==> config.mk <==
export PLATFORM = sky130hd
export DESIGN_NAME = datetime_string_parser
export DESIGN_NICKNAME = d
export VERILOG_FILES = /design/src/sv/dtp_pkg.sv /design/src/sv/datetime_string_parser.sv
export SDC_FILE = /design/constraint.sdc
export NUM_CORES = 1
export LEC_CHECK = 0
export BUFFER_PORTS_ARGS = -buffer_cell sky130_fd_sc_hd__buf_2
export CORE_MARGIN = 2
export CORE_UTILIZATION = 40
export CTS_BUF_LIST = sky130_fd_sc_hd__clkbuf_4 sky130_fd_sc_hd__clkbuf_8
export DETAILED_ROUTE_END_ITERATION = 16
export GPL_TIMING_DRIVEN = 1
export MAX_ROUTING_LAYER = met4
export SYNTH_ARGS = -nofsm -noshare
export SYNTH_HDL_FRONTEND = slang
export SYNTH_SLANG_ARGS = --single-unit
==> constraint.sdc <==
create_clock -name clk -period 10.8 [get_ports clk]
set_input_delay 1.08 -clock clk [delete_from_list [all_inputs] [get_ports clk]]
set_output_delay 1.08 -clock clk [all_outputs]
set_load 0.02 [all_outputs]
==> src/sv/dtp_pkg.sv <==
// Types, constants and field tables for the date-time string parser.
// No dependencies; used by the top level and its checker.
`timescale 1ns / 1ps

package dtp_pkg;

	localparam logic [3:0] TERM_POS = 4'd14;
	localparam logic [3:0] IDLE_POS = 4'd15;

	localparam logic [7:0] CHAR_NUL  = 8'h00;
	localparam logic [7:0] CHAR_WILD = 8'h3F;
	localparam logic [7:0] CHAR_ZERO = 8'h30;
	localparam logic [7:0] CHAR_NINE = 8'h39;

	typedef enum logic [1:0] {
		ST_OK        = 2'd0,
		ST_BAD_TERM  = 2'd1,
		ST_FIELD_ERR = 2'd2
	} status_t;

	typedef enum logic [2:0] {
		F_YEAR   = 3'd0,
		F_MONTH  = 3'd1,
		F_DAY    = 3'd2,
		F_HOUR   = 3'd3,
		F_MINUTE = 3'd4,
		F_SECOND = 3'd5
	} field_t;

	// Field that owns a character position (0..13).
	function automatic field_t field_of(input logic [3:0] pos);
		field_t f;
		unique case (pos)
			4'd0, 4'd1, 4'd2, 4'd3: f = F_YEAR;
			4'd4, 4'd5:             f = F_MONTH;
			4'd6, 4'd7:             f = F_DAY;
			4'd8, 4'd9:             f = F_HOUR;
			4'd10, 4'd11:           f = F_MINUTE;
			default:                f = F_SECOND;
		endcase
		return f;
	endfunction

	function automatic logic is_first(input logic [3:0] pos);
		return (pos == 4'd0) || (pos == 4'd4) || (pos == 4'd6) ||
			(pos == 4'd8) || (pos == 4'd10) || (pos == 4'd12);
	endfunction

	function automatic logic is_last(input logic [3:0] pos);
		return (pos == 4'd3) || (pos == 4'd5) || (pos == 4'd7) ||
			(pos == 4'd9) || (pos == 4'd11) || (pos == 4'd13);
	endfunction

	function automatic logic [13:0] field_hi(input field_t f);
		logic [13:0] hi;
		unique case (f)
			F_YEAR:   hi = 14'd9999;
			F_MONTH:  hi = 14'd12;
			F_DAY:    hi = 14'd30;
			F_HOUR:   hi = 14'd24;
			default:  hi = 14'd60;
		endcase
		return hi;
	endfunction

	function automatic logic [13:0] field_lo(input field_t f);
		logic [13:0] lo;
		unique case (f)
			F_YEAR, F_MONTH, F_DAY: lo = 14'd1;
			default:                lo = 14'd0;
		endcase
		return lo;
	endfunction

endpackage

==> src/sv/datetime_string_parser.sv <==
// Date-time string parser: one character per word, one result on the terminator.
// Path: a character is captured in the input register, then updates the parse state and,
// for the terminator, loads the result register once that register is free.
// Throughput: one character per cycle when not stalled; result and input stages run concurrently.
// Reset (arst_n low) empties both stages and leaves the parser idle until a start character.
// Depends on dtp_pkg.
`timescale 1ns / 1ps

module datetime_string_parser (
	input  logic        clk,
	input  logic        arst_n,
	input  logic        char_valid,
	output logic        char_stall,
	input  logic [7:0]  char_code,
	input  logic        start_flag,
	output logic        result_valid,
	input  logic        result_stall,
	output logic [1:0]  status,
	output logic [13:0] year,
	output logic [3:0]  month,
	output logic [4:0]  day,
	output logic [4:0]  hour,
	output logic [5:0]  minute,
	output logic [5:0]  second,
	output logic [5:0]  wildcard_flags
);

	// input stage
	logic       valid_s1;
	logic [7:0] char_s1;
	logic       start_s1;

	// parse state
	logic [3:0]  pos_q;
	logic [13:0] acc_q;
	logic [13:0] year_q;
	logic [3:0]  month_q;
	logic [4:0]  day_q;
	logic [4:0]  hour_q;
	logic [5:0]  minute_q;
	logic [5:0]  second_q;
	logic [5:0]  wild_q;
	logic        err_q;

	// result register
	logic        res_valid_q;
	logic [1:0]  status_q;
	logic [13:0] year_res_q;
	logic [3:0]  month_res_q;
	logic [4:0]  day_res_q;
	logic [4:0]  hour_res_q;
	logic [5:0]  minute_res_q;
	logic [5:0]  second_res_q;
	logic [5:0]  wild_res_q;

	logic        slot_free;
	logic        is_term;
	logic        proc;
	logic [3:0]  pos_e;
	logic [13:0] acc_e;
	logic [5:0]  wild_e;
	logic        err_e;
	dtp_pkg::field_t fld;
	logic        first_c;
	logic        last_c;
	logic [5:0]  wild_n;
	logic        wild_bit;
	logic        is_digit;
	logic [13:0] acc_base;
	logic [13:0] acc_n;
	logic        err_n;
	logic        in_range;
	logic [13:0] store_v;

	assign slot_free  = !res_valid_q || !result_stall;
	assign is_term    = !start_s1 && (pos_q == dtp_pkg::TERM_POS);
	assign proc       = valid_s1 && (!is_term || slot_free);
	assign char_stall = valid_s1 && !proc;

	always_ff @(posedge clk or negedge arst_n) begin
		if (!arst_n) begin
			valid_s1 <= 1'b0;
		end else if (!char_stall) begin
			valid_s1 <= char_valid;
		end
	end

	always_ff @(posedge clk) begin
		if (!char_stall && char_valid) begin
			char_s1  <= char_code;
			start_s1 <= start_flag;
		end
	end

	// a start character discards any string in progress
	always_comb begin
		pos_e  = start_s1 ? 4'd0 : pos_q;
		acc_e  = start_s1 ? 14'd0 : acc_q;
		wild_e = start_s1 ? 6'd0 : wild_q;
		err_e  = start_s1 ? 1'b0 : err_q;

		fld     = dtp_pkg::field_of(pos_e);
		first_c = dtp_pkg::is_first(pos_e);
		last_c  = dtp_pkg::is_last(pos_e);

		wild_n = wild_e;
		if (first_c && (char_s1 == dtp_pkg::CHAR_WILD)) begin
			wild_n[fld] = 1'b1;
		end
		wild_bit = wild_n[fld];

		is_digit = (char_s1 >= dtp_pkg::CHAR_ZERO) && (char_s1 <= dtp_pkg::CHAR_NINE);
		acc_base = first_c ? 14'd0 : acc_e;
		acc_n    = acc_base;
		err_n    = err_e;
		if (!wild_bit) begin
			if (is_digit) begin
				acc_n = (acc_base << 3) + (acc_base << 1) +
					{10'd0, char_s1[3:0]};
			end else begin
				err_n = 1'b1;
			end
		end

		in_range = (acc_n >= dtp_pkg::field_lo(fld)) && (acc_n <= dtp_pkg::field_hi(fld));
		store_v  = acc_n;
		if (wild_bit) begin
			store_v = 14'd0;
		end else if (!in_range) begin
			store_v = 14'd0;
			if (last_c) begin
				err_n = 1'b1;
			end
		end
	end

	always_ff @(posedge clk or negedge arst_n) begin
		if (!arst_n) begin
			pos_q    <= dtp_pkg::IDLE_POS;
			acc_q    <= '0;
			year_q   <= '0;
			month_q  <= '0;
			day_q    <= '0;
			hour_q   <= '0;
			minute_q <= '0;
			second_q <= '0;
			wild_q   <= '0;
			err_q    <= 1'b0;
		end else if (proc) begin
			if (start_s1) begin
				year_q   <= '0;
				month_q  <= '0;
				day_q    <= '0;
				hour_q   <= '0;
				minute_q <= '0;
				second_q <= '0;
			end
			if (pos_e == dtp_pkg::TERM_POS) begin
				pos_q <= dtp_pkg::IDLE_POS;
			end else if (pos_e != dtp_pkg::IDLE_POS) begin
				pos_q  <= pos_e + 4'd1;
				acc_q  <= acc_n;
				wild_q <= wild_n;
				err_q  <= err_n;
				if (last_c) begin
					unique case (fld)
						dtp_pkg::F_YEAR:   year_q   <= store_v;
						dtp_pkg::F_MONTH:  month_q  <= store_v[3:0];
						dtp_pkg::F_DAY:    day_q    <= store_v[4:0];
						dtp_pkg::F_HOUR:   hour_q   <= store_v[4:0];
						dtp_pkg::F_MINUTE: minute_q <= store_v[5:0];
						default:           second_q <= store_v[5:0];
					endcase
				end
			end
		end
	end

	always_ff @(posedge clk or negedge arst_n) begin
		if (!arst_n) begin
			res_valid_q <= 1'b0;
		end else if (proc && is_term) begin
			res_valid_q <= 1'b1;
		end else if (!result_stall) begin
			res_valid_q <= 1'b0;
		end
	end

	always_ff @(posedge clk) begin
		if (proc && is_term) begin
			priority if (char_s1 != dtp_pkg::CHAR_NUL) begin
				status_q     <= dtp_pkg::ST_BAD_TERM;
				year_res_q   <= '0;
				month_res_q  <= '0;
				day_res_q    <= '0;
				hour_res_q   <= '0;
				minute_res_q <= '0;
				second_res_q <= '0;
				wild_res_q   <= '0;
			end else if (err_q) begin
				status_q     <= dtp_pkg::ST_FIELD_ERR;
				year_res_q   <= '0;
				month_res_q  <= '0;
				day_res_q    <= '0;
				hour_res_q   <= '0;
				minute_res_q <= '0;
				second_res_q <= '0;
				wild_res_q   <= wild_q;
			end else begin
				status_q     <= dtp_pkg::ST_OK;
				year_res_q   <= year_q;
				month_res_q  <= month_q;
				day_res_q    <= day_q;
				hour_res_q   <= hour_q;
				minute_res_q <= minute_q;
				second_res_q <= second_q;
				wild_res_q   <= wild_q;
			end
		end
	end

	assign result_valid   = res_valid_q;
	assign status         = status_q;
	assign year           = year_res_q;
	assign month          = month_res_q;
	assign day            = day_res_q;
	assign hour           = hour_res_q;
	assign minute         = minute_res_q;
	assign second         = second_res_q;
	assign wildcard_flags = wild_res_q;

endmodule

==> flow_results.org <==
** Run status
- Status :: finished, final reports clean

** Setup path
- Chain of cells forming the critical path :: inv_1, nand2_1, inv_1, ha_1, a211oi_2, buf_4, and2_1, inv_1, fa_1, inv_1, ha_1, a211oi_1, o21ai_1, a31oi_1, xor2_1, o21ai_0, ha_1, o21ai_0, a21oi_1, and3_1, o31a_1, o311ai_4, nand2_2, o31ai_1
- Slowest cell on the critical path :: sky130_fd_sc_hd__edfxtp_1
- For the worst setup path, the data required time is 11.14 ns.
- Worst R2R Start :: start_s1
- Launch point of the worst path :: start_s1
- Type of element launching the critical path :: flop
- Kind of critical path :: flop to flop
- The worst setup path is captured at a flop.
- For this run, the slowest stage of the critical path takes between 0.8 and 0.9 ns.
- Data on the critical path arrives at its endpoint at about 7.2 ns.
- Most frequent CP cell :: sky130_fd_sc_hd__inv_1
- Along the worst path, the maximum fanout reaches 29.

** Synth
- Counting flops with a built-in enable in the synthesized netlist gives 57.
- The number of nets handed over by synthesis was slightly below 700.
- The mapped netlist covers 0.00674 sq mm.
- Per-instance average area after synthesis :: about 10 sq um
- Synthesis produced roughly 650 cells.
- The largest total area in the synthesized netlist belongs to sky130_fd_sc_hd__edfxtp_1.
- Sequential area share after synthesis :: a little over 50%
- Unique cell type count in the Yosys netlist :: 72
- The synthesized design contains 124 register bits.
- For this run, the leading register cell type out of synthesis is sky130_fd_sc_hd__dfrtp_1.
- Synth Warn # :: 0
- Of all flip-flops after synthesis, the portion carrying an async set or reset was between 50% and 60%.
- Ranked by total cell area, the synthesized netlist is headed by sky130_fd_sc_hd__edfxtp_1, sky130_fd_sc_hd__dfrtp_1, sky130_fd_sc_hd__ha_1, sky130_fd_sc_hd__and2_1, sky130_fd_sc_hd__nand2_1.
- Proportion of netlist area held by the largest area contributor :: 25.4%
- In the synthesized netlist, the cells that appear most often are sky130_fd_sc_hd__nand2_1, sky130_fd_sc_hd__dfrtp_1, sky130_fd_sc_hd__and2_1.
- Most numerous cell in the Yosys netlist :: sky130_fd_sc_hd__nand2_1

** Cells and area
- Final instance area :: 0.00764 sq mm
- Share of final-layout standard cells stronger than drive strength 1 :: 18.4%
- The final layout contains 760 nets.
- Area overhead of the layout relative to synthesis :: 13.3%
- The repair_antennas step left the layout with diodes totalling 0.

** Placed design
- DPL Wire Length :: 11.4 mm
- Routability cong. :: about 0.94
- Placed instance area :: between 0.007 and 0.008 sq mm
- Port buffering added a little over 60 buffers.

** STA
- Fin Setup TNS :: 0 ns
- Peak clock frequency supported by timing :: approximately 150 MHz
- Clock Skew :: 0.0106 ns
- Setup repair after global routing missed its margin :: false
- Dividing the final minimum period by the clock period gives 63.3%.
- Final Hold Violating Endpoints :: 0
- The number of pins with negative max-slew slack in the final report was 0.
- Relative slew margins :: roughly 37%
- At the pin with the least slew margin, the transition time is approximately 0.95 ns.
- Setup violators final :: 0
- Min Clock Period, post-route :: 6.84 ns

** Route
- Residual DRC :: 0
- Detailed-routing iteration count for the pre-antenna-repair pass :: 6
- Via density per instance :: 5.37
- The final route contains ~5100 vias.
- DRC violation total after the first TritonRoute iteration :: between 300 and 400
- Drt wl/cell :: 16.5 microns
- Wires add up to around 16 mm.
- The detail route stage leaves a number of antenna-violating nets equal to 0.

** Pwr
- Combinational cells account for 10.6% of the total power.
- Int Pwr :: slightly above 0.7 mW
- Power density over cell area :: about 130 mW/mm^2
- Sequential power share :: a little over 50%
- Maximum vdd drop :: around 70 uV
- Part of the power in the clock network :: between 30% and 40%
- The analysis attributes to net switching a power of 0.283 mW.
- Switching share of power :: between 20 and 30%
- P_leak :: between 3 and 4 nW

** CTS
- Number of resized instances in the post-cts repair step :: 0
- Number of buffers on the longest clock path :: 2
- Number of buffers added to fix hold violations after cts :: 0
- Post-CTS setup repair buffer count :: 0
- TritonCTS built the clock tree.
- Maximum level of the CTS H-tree :: 4
- Clk pin slew, worst setup/hold paths :: ~0.080 ns
- TritonCTS Buffers :: 17
- Worst-skew pair later-pin latency :: 0.44 ns
- Root Buffer :: sky130_fd_sc_hd__clkbuf_8
- Count of clock tree sinks :: between 100 and 150

** Floorplanning
- For this configuration, the core starts out at a cell density of roughly two fifths.
- I/O Pins :: 63
- The die covers between 0.015 and 0.02 sq mm.
- Core Footprint :: about 0.017 sq mm
- The die is 134 microns wide.
- Y dimension of the die :: between 100 and 150 microns
- Number of rows in the core area :: 47

** Global routing
- Maximum number of pins on one net before global-route repair :: 68
- Antenna violations before repair :: 0
- The number of global-route vias before repair was ~5000.
- Global-route usage over all layers :: a little under a fifth
- After global routing the overflow that remains totals 0.
- The first global-routing pass estimated 25.3 mm of wire.

** Worst hold path
- Min-Delay Path Class :: flop to flop
- Startpoint of the lowest-slack hold path :: hour_q[4]

** Run
- Number of maximum-capacitance violations :: 0
## state kept, by name, summed over array words and instances (netlist names)
name / cells
acc_q: 14
year: 14
year_q: 14
char_s1: 8
minute: 6
minute_q: 6
second: 6
second_q: 6
wild_q: 6
wildcard_flags: 6
day: 5
day_q: 5
hour: 5
hour_q: 5
month: 4
month_q: 4
pos_q: 4
status: 2
err_q: 1
result_valid: 1
start_s1: 1
valid_s1: 1
## cell usage in the layout (no fill, tap or decap), types with 8 or more instances in the layout
cell	n
sky130_fd_sc_hd__nor2b_1	8
sky130_fd_sc_hd__o21ai_0	30
sky130_fd_sc_hd__clkbuf_8	17
sky130_fd_sc_hd__dfrtp_1	63
sky130_fd_sc_hd__nand3_1	8
sky130_fd_sc_hd__edfxtp_1	57
sky130_fd_sc_hd__o31ai_1	27
sky130_fd_sc_hd__buf_4	8
sky130_fd_sc_hd__nor2_1	30
sky130_fd_sc_hd__a21oi_1	23
sky130_fd_sc_hd__buf_2	62
sky130_fd_sc_hd__a211oi_1	8
sky130_fd_sc_hd__ha_1	34
sky130_fd_sc_hd__xor2_1	8
sky130_fd_sc_hd__inv_1	28
sky130_fd_sc_hd__and3_1	10
sky130_fd_sc_hd__and2_1	61
sky130_fd_sc_hd__nand2_1	97
## power by group through the flow
stage / sequential (mW) / combinational [mW] / clock (mW)
floorplan: 0.519 / 0.0831 / 0
detailed placement: 0.530 / 0.106 / 0
global route: 0.522 / 0.118 / 0.410
CTS: 0.520 / 0.107 / 0.391
finish: 0.521 / 0.106 / 0.379
global placement: 0.530 / 0.105 / 0
## stage by stage
stage	hold WS, ns	setup slack, ns	utilization, %	std cells	power [mW]
floorplan	0.440	4.20	-	647	0.602
global placement	0.459	4.35	44.0	912	0.635
detailed placement	0.465	4.12	44.0	912	0.636
CTS	0.481	4.05	46.2	944	1.02
global route	0.503	3.45	46.2	944	1.05
finish	0.476	3.96	46.2	944	1.01
## critical path, delay by kind of cell, from the launching register on
family                   cells  cell delay [ns]
XOR/XNOR                     1             0.11
flip-flops                   1             0.83
AND/OR/NAND/NOR              4             1.10
buffers and inverters        5             0.79
adder cells (fa/ha/maj)      4             1.41
AO/OA/AOI/OAI               10             2.46
## final cells by class
type | instances | area (sq um)
inverters | 29 | 109
flip-flops and latches | 124 | 3390
clock inverters | 13 | 119
multi-input cells | 469 | 3120
repair buffers | 70 | 370
clock buffers | 19 | 249
fillers | 1561 | 8890
well taps | 220 | 275
## final timing paths
| check | to | slack [ns] | cells after the start |
|---|---|---|---|
| setup reg to reg | day_q[2] | 3.96 | 24 |
| hold / removal | hour_q[4] | 0.48 | 2 |
| setup / recovery | day_q[2] | 3.96 | 24 |
| hold reg to reg | hour_q[4] | 0.48 | 2 |
| min in group asynchronous | acc_q[1] | 0.81 | 2 |
| max in group asynchronous | acc_q[9] | 9.38 | 2 |
## cells by family after synthesis
kind of cell               share of synthesized area [%]
AOI/OAI and AO/OA                                   16.7
xor gates and xnor gates                            1.43
adders and majority gates                           6.91
buffers and inverters                               3.45
DFF                                                 50.3
muxes                                               1.21
and+or+nand+nor                                     20.0
## layer usage
layer	wire length, microns	GRT usage, %
met1	7390	24.1
met2	7170	28.7
met3	752	4.04
met4	310	7.21
met5	0	-
(Power assumes the default switching activity.)
